File: src/sv/teq_pkg.sv
// ----------------------------------------------------------------------------
// teq_pkg: shared types and constants of the timed event queue
// Beat layouts, queue entry, cell command and result codes.
// ----------------------------------------------------------------------------
`default_nettype none

package teq_pkg;

   localparam int QUEUE_DEPTH = 16;
   localparam int TAG_BITS    = 16;
   localparam int CNT_BITS    = $clog2(QUEUE_DEPTH);

   localparam logic [1:0] OP_ADD     = 2'd0;
   localparam logic [1:0] OP_ADVANCE = 2'd1;
   localparam logic [1:0] OP_REMOVE  = 2'd2;
   localparam logic [1:0] OP_LIST    = 2'd3;

   localparam logic [2:0] KIND_FIRED  = 3'd0;
   localparam logic [2:0] KIND_LISTED = 3'd1;
   localparam logic [2:0] KIND_DONE   = 3'd2;
   localparam logic [2:0] KIND_PAST   = 3'd3;
   localparam logic [2:0] KIND_FULL   = 3'd4;

   typedef struct packed {
      logic [1:0]  opcode;
      logic [31:0] event_time;
      logic [15:0] event_tag;
      logic [31:0] time_step;
   } req_type;

   typedef struct packed {
      logic [2:0]  kind;
      logic [31:0] out_time;
      logic [15:0] out_tag;
      logic        last;
   } rsp_type;

   typedef struct packed {
      logic                valid;
      logic [31:0]         ev_time;
      logic [TAG_BITS-1:0] tag;
   } entry_type;

   typedef enum logic [2:0] {
      CMD_HOLD,
      CMD_INSERT,
      CMD_SHIFT,
      CMD_REMOVE,
      CMD_ROTATE
   } cmd_type;

   typedef struct packed {
      cmd_type             cmd;
      logic [31:0]         key_time;
      logic [TAG_BITS-1:0] new_tag;
   } cell_ctrl_type;

endpackage

`default_nettype wire

File: src/sv/teq_cell.sv
// ----------------------------------------------------------------------------
// teq_cell: one slot of the sorted event chain
// Holds one entry; inserts, shifts left, compacts or rotates with neighbors.
// ----------------------------------------------------------------------------
`default_nettype none

module teq_cell (
   input  wire                    clock,
   input  wire                    reset,
   input  teq_pkg::cell_ctrl_type ctrl,
   input  teq_pkg::entry_type     left_entry,
   input  wire                    left_le,
   input  teq_pkg::entry_type     right_entry,
   output teq_pkg::entry_type     entry_out,
   output logic                   le,
   output logic                   match
);

   teq_pkg::entry_type entry_ff;
   teq_pkg::entry_type entry_in;

   assign le        = entry_ff.valid && (entry_ff.ev_time <= ctrl.key_time);
   assign match     = entry_ff.valid && (entry_ff.ev_time == ctrl.key_time);
   assign entry_out = entry_ff;

   always_comb begin
      entry_in = entry_ff;
      unique case (ctrl.cmd) inside
         teq_pkg::CMD_HOLD: begin
         end
         teq_pkg::CMD_INSERT: begin
            if (!le) begin
               if (left_le) begin
                  entry_in = '{valid: 1'b1, ev_time: ctrl.key_time, tag: ctrl.new_tag};
               end else begin
                  entry_in = left_entry;
               end
            end
         end
         teq_pkg::CMD_SHIFT, teq_pkg::CMD_ROTATE: begin
            entry_in = right_entry;
         end
         teq_pkg::CMD_REMOVE: begin
            // matches are contiguous: everything from the first match on moves
            if (!entry_ff.valid || (entry_ff.ev_time >= ctrl.key_time)) begin
               entry_in = right_entry;
            end
         end
         default: begin
         end
      endcase
   end

   always_ff @(posedge clock) begin
      if (reset) begin
         entry_ff.valid <= 1'b0;
      end else begin
         entry_ff.valid <= entry_in.valid;
      end
      entry_ff.ev_time <= entry_in.ev_time;
      entry_ff.tag     <= entry_in.tag;
   end

endmodule

`default_nettype wire

File: src/sv/timed_event_queue.sv
// ----------------------------------------------------------------------------
// timed_event_queue: time-sorted event queue with a current time
// Add, advance (fire due events), remove and list by time over a cell chain.
// ----------------------------------------------------------------------------
//  channel  dir  ports                          beat
//  req      in   req_valid req_stall req_data   one operation
//  rsp      out  rsp_valid rsp_stall rsp_data   one event or status, last marks end
//
//  Add: insert, then status. Advance: fire due events, then status. Remove: drop
//  matches, then status. List: one chain rotation per cycle while output is free.
//  Each output beat needs the single output register free; rsp_stall holds
//  the sequencer in place. req_stall is high while an operation is in work.
//  Reset empties the queue and clears the current time.
`default_nettype none

module timed_event_queue (
   input  wire              clock,
   input  wire              reset,
   input  wire              req_valid,
   output logic             req_stall,
   input  teq_pkg::req_type req_data,
   output logic             rsp_valid,
   input  wire              rsp_stall,
   output teq_pkg::rsp_type rsp_data
);

   typedef enum logic [2:0] {
      ST_IDLE,
      ST_POP,
      ST_REMOVE,
      ST_LIST,
      ST_STATUS
   } state_type;

   localparam teq_pkg::entry_type EMPTY_ENTRY = '{valid: 1'b0, ev_time: '0, tag: '0};

   state_type                     state_ff, state_in;
   logic [31:0]                   now_ff, now_in;
   logic [31:0]                   key_ff, key_in;
   logic [2:0]                    status_ff, status_in;
   logic [teq_pkg::CNT_BITS-1:0]  cnt_ff, cnt_in;
   logic                          rsp_valid_ff, rsp_valid_in;
   teq_pkg::rsp_type              rsp_data_ff, rsp_data_in;

   teq_pkg::entry_type            cell_q [teq_pkg::QUEUE_DEPTH];
   logic [teq_pkg::QUEUE_DEPTH-1:0] le_vec;
   logic [teq_pkg::QUEUE_DEPTH-1:0] match_vec;
   logic [teq_pkg::QUEUE_DEPTH-1:0] valid_vec;
   teq_pkg::cell_ctrl_type        ctrl;
   teq_pkg::cmd_type              cmd;
   teq_pkg::entry_type            tail_in;

   logic [32:0]                   now_sum;
   logic [31:0]                   now_sat;
   logic                          head_due;
   logic                          out_free;
   logic                          full;
   logic                          any_match;
   logic                          emit;
   teq_pkg::rsp_type              emit_data;

   assign req_stall = (state_ff != ST_IDLE);
   assign rsp_valid = rsp_valid_ff;
   assign rsp_data  = rsp_data_ff;

   assign ctrl    = '{cmd:      cmd,
                      key_time: (state_ff == ST_IDLE) ? req_data.event_time : key_ff,
                      new_tag:  teq_pkg::TAG_BITS'(req_data.event_tag)};
   assign tail_in = (cmd == teq_pkg::CMD_ROTATE) ? cell_q[0] : EMPTY_ENTRY;

   genvar gi;
   generate
      for (gi = 0; gi < teq_pkg::QUEUE_DEPTH; gi++) begin : g_cell
         teq_pkg::entry_type left_e;
         teq_pkg::entry_type right_e;
         logic               left_le_w;
         if (gi == 0) begin : g_head
            assign left_e    = EMPTY_ENTRY;
            assign left_le_w = 1'b1;
         end else begin : g_mid_l
            assign left_e    = cell_q[gi-1];
            assign left_le_w = le_vec[gi-1];
         end
         if (gi == teq_pkg::QUEUE_DEPTH - 1) begin : g_tail
            assign right_e = tail_in;
         end else begin : g_mid_r
            assign right_e = cell_q[gi+1];
         end
         teq_cell u_cell (
            .clock       (clock),
            .reset       (reset),
            .ctrl        (ctrl),
            .left_entry  (left_e),
            .left_le     (left_le_w),
            .right_entry (right_e),
            .entry_out   (cell_q[gi]),
            .le          (le_vec[gi]),
            .match       (match_vec[gi])
         );
         assign valid_vec[gi] = cell_q[gi].valid;
      end
   endgenerate

   assign now_sum   = {1'b0, now_ff} + {1'b0, req_data.time_step};
   assign now_sat   = now_sum[32] ? 32'hFFFF_FFFF : now_sum[31:0];
   assign head_due  = cell_q[0].valid && (cell_q[0].ev_time <= now_ff);
   assign out_free  = !rsp_valid_ff || !rsp_stall;
   assign full      = cell_q[teq_pkg::QUEUE_DEPTH-1].valid;
   assign any_match = |match_vec;

   always_comb begin
      state_in  = state_ff;
      now_in    = now_ff;
      key_in    = key_ff;
      status_in = status_ff;
      cnt_in    = cnt_ff;
      cmd       = teq_pkg::CMD_HOLD;
      emit      = 1'b0;
      emit_data = '{kind: teq_pkg::KIND_DONE, out_time: now_ff, out_tag: '0, last: 1'b0};
      unique case (state_ff)
         ST_IDLE: begin
            if (req_valid) begin
               key_in    = req_data.event_time;
               status_in = teq_pkg::KIND_DONE;
               cnt_in    = '0;
               unique case (req_data.opcode)
                  teq_pkg::OP_ADD: begin
                     state_in = ST_STATUS;
                     if (req_data.event_time <= now_ff) begin
                        status_in = teq_pkg::KIND_PAST;
                     end else if (full) begin
                        status_in = teq_pkg::KIND_FULL;
                     end else begin
                        cmd = teq_pkg::CMD_INSERT;
                     end
                  end
                  teq_pkg::OP_ADVANCE: begin
                     now_in   = now_sat;
                     state_in = ST_POP;
                  end
                  teq_pkg::OP_REMOVE: begin
                     state_in = ST_REMOVE;
                  end
                  teq_pkg::OP_LIST: begin
                     state_in = ST_LIST;
                  end
                  default: begin
                     state_in = ST_STATUS;
                  end
               endcase
            end
         end
         ST_POP: begin
            if (head_due) begin
               if (out_free) begin
                  emit      = 1'b1;
                  emit_data = '{kind: teq_pkg::KIND_FIRED, out_time: cell_q[0].ev_time,
                                out_tag: 16'(cell_q[0].tag), last: 1'b0};
                  cmd       = teq_pkg::CMD_SHIFT;
               end
            end else begin
               state_in = ST_STATUS;
            end
         end
         ST_REMOVE: begin
            if (any_match) begin
               cmd = teq_pkg::CMD_REMOVE;
            end else begin
               state_in = ST_STATUS;
            end
         end
         ST_LIST: begin
            if (out_free) begin
               cmd = teq_pkg::CMD_ROTATE;
               if (match_vec[0]) begin
                  emit      = 1'b1;
                  emit_data = '{kind: teq_pkg::KIND_LISTED, out_time: cell_q[0].ev_time,
                                out_tag: 16'(cell_q[0].tag), last: 1'b0};
               end
               cnt_in = teq_pkg::CNT_BITS'(cnt_ff + 1'b1);
               if (cnt_ff == teq_pkg::CNT_BITS'(teq_pkg::QUEUE_DEPTH - 1)) begin
                  state_in = ST_STATUS;
               end
            end
         end
         ST_STATUS: begin
            if (out_free) begin
               emit      = 1'b1;
               emit_data = '{kind: status_ff, out_time: now_ff, out_tag: '0, last: 1'b1};
               state_in  = ST_IDLE;
            end
         end
         default: begin
            state_in = ST_IDLE;
         end
      endcase

      rsp_valid_in = out_free ? emit : rsp_valid_ff;
      rsp_data_in  = (out_free && emit) ? emit_data : rsp_data_ff;
   end

   always_ff @(posedge clock) begin
      if (reset) begin
         state_ff     <= ST_IDLE;
         now_ff       <= '0;
         rsp_valid_ff <= 1'b0;
      end else begin
         state_ff     <= state_in;
         now_ff       <= now_in;
         rsp_valid_ff <= rsp_valid_in;
      end
      key_ff      <= key_in;
      status_ff   <= status_in;
      cnt_ff      <= cnt_in;
      rsp_data_ff <= rsp_data_in;
   end

   a_valid_prefix: assert property (@(posedge clock) disable iff (reset)
      (state_ff != ST_LIST) |->
         $onehot({1'b0, valid_vec} + (teq_pkg::QUEUE_DEPTH + 1)'(1)))
      else $error("valid slots do not form a prefix");

   a_insert_grows: assert property (@(posedge clock) disable iff (reset)
      (cmd == teq_pkg::CMD_INSERT) |=>
         ($countones(valid_vec) == $past($countones(valid_vec)) + 1))
      else $error("insert did not add exactly one entry");

   a_drop_shrinks: assert property (@(posedge clock) disable iff (reset)
      (cmd == teq_pkg::CMD_SHIFT || cmd == teq_pkg::CMD_REMOVE) |=>
         ($countones(valid_vec) == $past($countones(valid_vec)) - 1))
      else $error("pop or remove did not drop exactly one entry");

   a_rotate_keeps: assert property (@(posedge clock) disable iff (reset)
      (cmd == teq_pkg::CMD_ROTATE) |=>
         ($countones(valid_vec) == $past($countones(valid_vec))))
      else $error("rotation changed occupancy");

   a_now_monotonic: assert property (@(posedge clock) disable iff (reset)
      !$past(reset) |-> (now_ff >= $past(now_ff)))
      else $error("current time moved backward");

endmodule

`default_nettype wire
File: config.mk
export PLATFORM = sky130hd
export DESIGN_NAME = timed_event_queue
export DESIGN_NICKNAME = d
export VERILOG_FILES = /design/src/sv/teq_pkg.sv /design/src/sv/teq_cell.sv /design/src/sv/timed_event_queue.sv
export SDC_FILE = /design/constraint.sdc
export NUM_CORES = 2
export LEC_CHECK = 0
export ABC_AREA = 1
export ABC_CLOCK_PERIOD_IN_PS = 6300
export BUFFER_PORTS_ARGS = -buffer_cell sky130_fd_sc_hd__buf_2
export CAP_MARGIN = 40
export CORE_MARGIN = 1.5
export CORE_UTILIZATION = 35
export CTS_CLUSTER_DIAMETER = 120
export CTS_CLUSTER_SIZE = 12
export DETAILED_ROUTE_END_ITERATION = 16
export GPL_TIMING_DRIVEN = 0
export PLACE_DENSITY = 0.61
export SKIP_LAST_GASP = 1
export SLEW_MARGIN = 10
export SYNTH_ARGS = -nofsm -noshare
export SYNTH_HDL_FRONTEND = slang
export SYNTH_SLANG_ARGS = --single-unit
export TNS_END_PERCENT = 100
File: constraint.sdc
create_clock -name clock -period 6.3 [get_ports clock]
set_input_delay 0.315 -clock clock [delete_from_list [all_inputs] [get_ports clock]]
set_output_delay 0.315 -clock clock [all_outputs]
set_load 0.03 [all_outputs]
; After elaboration in Yosys (flattened, before gate mapping)
; Cells that the tools add are included.
[classes]
add_sub_neg = 2
n_mul = 0
n_div = 0
order_cmp = 34
eq_ne = 66
shift = 0
n_mux = 99
bitwise_logic = 1
reduce_logical = 97
[ops]
columns = operator, n
row1 = 2-to-1 mux 49 bit, 48
row2 = one-hot mux 49 bit (3 select lines), 16
row3 = less-or-equal comparator 32 bit, 18
row4 = equality test 32 bit, 16
row5 = greater-or-equal comparator 32 bit, 16
row6 = 2-to-1 mux 51 bit, 4
row7 = one-hot mux 52 bit (3 select lines), 1
row8 = 2-to-1 mux 32 bit, 2
row9 = AND reduction 3 bit, 18
row10 = 2-to-1 mux 52 bit, 1
row11 = "inequality test 2 bit, second input constant", 23
row12 = logical AND 1 bit, 34
row13 = adder 32 x 32 -> 33 bit, 1
row14 = "inequality test 2 x 1 -> 1 bit, second input constant", 15
row15 = 2-to-1 mux 3 bit, 8
row16 = one-hot mux 3 bit (4 select lines), 2
row17 = zero test 1 bit, 18
row18 = logical OR 1 bit, 17
row19 = OR reduction 16 bit, 1
row20 = one-hot mux 3 bit (5 select lines), 1
row21 = "equality test 3 x 2 -> 1 bit, second input constant", 4
row22 = 2-to-1 mux 1 bit, 9
row23 = 2-to-1 mux 4 bit, 2
row24 = one-hot mux 4 bit (2 select lines), 1
row25 = other kinds (16), 23
[word_totals]
regBits = 911
latch_bits = 0
ram_bits = 0
romBits = 0
input_bits = 86
mem_count = 0

; Depth between registers and ports, before layout
[depth]
depth_word = 11
mapped_depth = 26
mapped_depth_nobuf = 24

; Hierarchy
; Synthesis repeated with hierarchy kept, for this count alone.
[unflattened]
cells_unflattened = 7888
hier_area_um2 = 63978.9
[by_module_without_submodules]
columns = mod, instances, cells_per_inst, area_per_inst_um2, seq_area_each_um2
row1 = teq_cell at g_cell[10].u_cell ..., 15, 414, 3418.3, 1461.4
row2 = timed_event_queue, 1, 1266, 9252.6, 3453.3
row3 = teq_cell at g_cell[0].u_cell, 1, 412, 3452.1, 1461.4

; Worst setup path before layout
; No wires, ideal clock.
[synth_timing]
path_type = register to register
from = reg state_ff[1]
to = reg g_cell[0].u_cell.entry_ff (netlist bit g_cell[0].u_cell.entry_out[0]) (enable)
t_arrival_ps = 4964
required_time_ps = 5844
setup_slack_ps = 880
stages_incl_launch_ff = 21
period_less_slack_ps = 5420
path_cell_list = dfxtp_1 > nor2_1 > nand2_1 > buf_2 > clkbuf_1 > o21ai_0 > inv_1 > ha_1 > nand2_1 > nor2_1 > nand2_1 > nor2_1 > nand3_1 > nand2_1 > nor2_1 > nand2_1 > o21ai_1 > clkbuf_1 > nand2_1 > nor2_1 > nor2_1
[synth_between]
elab_chain_len = 11
elab_cells_between_ends = 53
cone_classes = order compare (2) / eq/ne (25) / mux (3) / reduce/logical (23)
[synth_lines]
columns = element, line
row1 = start: declaration, timed_event_queue.sv:37  ; state_type state_ff, state_in;
row2 = start signal: assignment, timed_event_queue.sv:208  ; state_ff <= state_in;
row3 = zero test 3 bit, "timed_event_queue.sv:67, timed_event_queue.sv:120"
row4 = 2-to-1 mux 32 bit, timed_event_queue.sv:67  ; key_time: (state_ff == ST_IDLE) ? req_data.event_time : key_ff,
row5 = equality test 32 bit, teq_cell.sv:23  ; assign match = entry_ff.valid && (entry_ff.ev_time == ctrl.key_time);
row6 = logical AND 1 bit, teq_cell.sv:23
row7 = OR reduction 16 bit, timed_event_queue.sv:109  ; assign any_match = |match_vec;
row8 = 2-to-1 mux 2 bit, timed_event_queue.sv:166  ; if (any_match) begin
row9 = one-hot mux 3 bit (4 select lines), timed_event_queue.sv:120  ; unique case (state_ff)
row10 = equality test 3 bit (no source line) or equality test 3 x 2 -> 1 bit (tied branches), --
row11 = OR reduction 2 bit, teq_cell.sv:28  ; unique case (ctrl.cmd) inside
row12 = nonzero test 3 bit (no source line), --
row13 = AND reduction 3 bit (no source line) (*), --
row14 = end: declaration, teq_cell.sv:19  ; teq_pkg::entry_type entry_ff;
; Every way passes the cells marked *; elsewhere a longest branch is shown, timed or not.
; A chain may end at the register's enable or synchronous reset.

==> results by group <==
Die
  – Die footprint: 178000 um^2
  – Die width: 421 um
  – Die H: 421 um
  – Initial Util: 0.352
  – Std-Cell Rows: 153
  – Placeable Area: 174000 um^2
  – # IOs: 140

Clocking
  – CTS H-tree lvls: 3
  – Clk Latency, worst-skew pair: 0.76 ns
  – Num CTS Buffers: 86
  – CTS sink count: 911
  – Root Driver: clkbuf_16
  – Maximum clock path buffer count: 3
  – Worst-path clk slew: 0.08 ns
  – TritonCTS clock tree: done

Power and ir drop
  – Reg power frac: 0.290
  – Cell area power density: 488 nW/um^2
  – VDD IR-drop max: 0.327 mV
  – Clk pwr share: 0.153
  – Leakage dissipation: 27.6 nW
  – Switching part of the total power: 0.489
  – Cell Int Power: 17.3 mW
  – Gate power share: 0.557
  – Switch Pwr: 16.6 mW
  – Overall Power: 33.9 mW

Min path
  – Hold Path Depth: 3
  – Class of the worst hold path: in -> reg
  – WHS Endpoint: g_cell[2].u_cell.entry_out[3]
  – Hold Path Origin: req_data[35]

Outcome
  – Status: finished, final reports clean

Finish
  – Non-filler cells, final: 10200
  – Area grow syn2layout: 13.3%
  – Most frequent cells in the layout: nand2_1, nor2_1, edfxtp_1
  – Commonest non-fill, non-tap cell in the layout: nand2_1
  – Layout cells sized above 1: 0.0806
  – Post-layout util: 0.399
  – Final nets: 8460

Route
  – Post-route DRC: 0
  – Remaining antenna violation count: 0
  – First drt pass iteration count: 6
  – Final wirelength: 276 mm
  – Via count: 58700
  – Routed wire per std cell: 27.2 um
  – Vias per inst: 5.78
  – First DRT Iteration DRCs: 7860

Worst setup path
  – Critical Path End Type: register
  – Worst EP arrival: 6.79 ns
  – Worst Setup Start Kind: register
  – R2r endpoint: g_cell[5].u_cell.entry_out[24]
  – Req. time, crit path: 6.83 ns
  – Reg-to-Reg Start: state_ff[1]
  – CP most frequent cell: nand2_1
  – FF-to-FF setup slack: 0.04 ns
  – Worst path bufs/invs: 9
  – Slowest-stage cell, CP: o21ai_0
  – CP delay by family, top: buffers and inverters
  – Setup CP Type: reg -> reg
  – Max incr delay on CP: 0.49 ns
  – Crit Path Max Fanout: 12
  – R2R depth: 25

Timing
  – Final hold vios: 0
  – Worst Skew: 0.0587 ns
  – Minimum clock period after layout: 6.26 ns
  – Relative slew slack: 0.345
  – Slew @ Worst Pin: 0.983 ns
  – Fmax: 0.160 GHz
  – Final setup vio count: 0
  – Final Max Tran Viols: 0
  – RSZ-0062 raised after global routing: no
  – Period utilisation layout: 0.993

GRT
  – Total Routing Usage GR: 0.299
  – Grt ovf: 0
  – Largest net degree at the start of global routing: 49
  – Number of global-route vias before repair: 54900
  – First-pass GRT wire length: 386 mm
  – Initial antenna violation count: 23

Synthesis
  – Post-synth top area share: 0.421
  – Top post-synthesis cells by area: edfxtp_1, ha_1, nand2_1
  – Unique cell type count in the Yosys netlist: 48
  – Mapped cell area: 61300 um^2
  – Synth Instances: 7404
  – Post-synthesis sequential area ratio: 0.438
  – YS warnings: 0
  – Cell taking the most area after synthesis: edfxtp_1
  – Syn nets: 8100
  – Synth Register Bits: 911
  – Avg Synthesized Cell Area: 8.27 um^2

Placement
  – GP Congestion: 1.03
  – DPL Wire Length: 214 mm
  – # placed instances: 9947
  – Buffers on Ports: 139

Job
  – Max-cap violations: 0
-- cells by family (layout without fill, tap and decap cells) --
group | count (synthesis) | in the layout | share of synthesized area
XOR/XNOR | 24 | 24 | 0.00343
buffers and inverters | 788 | 1204 | 0.0577
other | 0 | 11 | 0
flip-flops | 911 | 911 | 0.438
adder cells (fa/ha/maj) | 610 | 610 | 0.125
AND/OR/NAND/NOR | 3600 | 3600 | 0.226
AO/OA/AOI/OAI | 1471 | 1471 | 0.150
-- area by class of cell --
type                       instances  area (um^2)
fill                           17800       104000
multi-input combinational       5705        31000
sequential                       911        26800
tap                             2325         2910
timing repair buffer             271         2580
clock buffer                     136         2360
buffer                           405         2100
inverter                         383         1510
clock inverter                     8          105
antenna                           11         27.5
timing repair inverter             1         7.51
-- per-stage QoR --
stage	worst slack [ns]	TNS [ns]	hold WS, ns	cell area [um^2]
after floorplan	0.880	0	0.414	61300
after global placement	-5.06	-3243.53	0.503	64900
after detailed placement	-0.419	-150.51	0.510	66300
after CTS	0.00830	0	0.00510	69200
after global routing	0.00749	0	0.0405	69400
final	0.0445	0	0.0308	69400
-- layer usage --
layer  GRT usage  wire (um)  share of wire
met5           0        180        0.00065
met4       0.174      18400          0.067
met3      0.0824      34400           0.12
met2       0.440     115000           0.42
met1       0.392     108000           0.39
-- power by group through the flow --
stage	logic, mW	registers [mW]	clock network (mW)
after CTS	18.2	9.75	5.16
after detailed placement	17.9	9.87	0
after global routing	20.3	9.89	5.33
final	18.9	9.82	5.17
after floorplan	10.4	9.61	0
after global placement	16.2	10.0	0
-- cell usage after synthesis (all sizes together) --
cell / n
a211oi: 13
a21boi: 11
a21o: 11
a21oi: 331
a31o: 1
a31oi: 16
and3: 1
buf: 235
clkbuf: 170
clkinv: 1
dfxtp: 52
edfxtp: 859
fa: 1
ha: 609
inv: 382
nand2: 1953
nand3: 100
nand3b: 5
nand4: 43
nor2: 1473
nor3: 16
nor3b: 1
nor4: 5
o2111ai: 1
o211ai: 100
o21a: 36
o21ai: 421
o21bai: 11
o221ai: 2
o31ai: 517
or2: 3
xnor2: 10
xor2: 14
-- registers in the layout, indices dropped and copies added, names as in the netlist --
register                 flops
state_ff                     3
rsp_data                    52
status_ff                    3
cnt_ff                       4
key_ff                      32
g_cell.u_cell.entry_out    784
now_ff                      32
rsp_valid                    1
-- worst max path at each step --
stage,startpoint,to,depth (start not counted)
finish,state_ff[1],g_cell[5].u_cell.entry_out[24],25
global route,state_ff[1],g_cell[1].u_cell.entry_out[19],26
CTS,state_ff[1],g_cell[9].u_cell.entry_out[11],25
detailed placement,state_ff[1],g_cell[8].u_cell.entry_out[7],23
global placement,state_ff[1],g_cell[0].u_cell.entry_out[15],20
floorplan,state_ff[1],g_cell[0].u_cell.entry_out[0],20
-- worst register-to-register path, stage by stage, from the launching register on --
cell and delay [ns]:
dfxtp_1 0.35, nor2_1 0.18, nand2_1 0.26, buf_2 0.27
buf_2 0.20, o21ai_0 0.49, buf_4 0.26, inv_1 0.33
buf_8 0.30, ha_1 0.29, nand2_1 0.06, inv_1 0.07
o21ai_0 0.08, nand2_1 0.06, nand2_1 0.04, nand2_1 0.15
nand2_1 0.08, nand2_1 0.18, nand2_1 0.10, nand2_1 0.07
nand2_1 0.49, inv_1 0.42, buf_4 0.45, clkbuf_1 0.48
nor2_1 0.09, o31ai_1 0.30
-- what timing repair did --
item	in CTS	in global routing
hold endpoints to repair	36	0
setup buffers	9	7
hold buffers	35	0
cloned	0	1
gates resized for setup	17	22
setup endpoints to repair	911	780
Note: power is estimated with default switching activity, not from simulation.
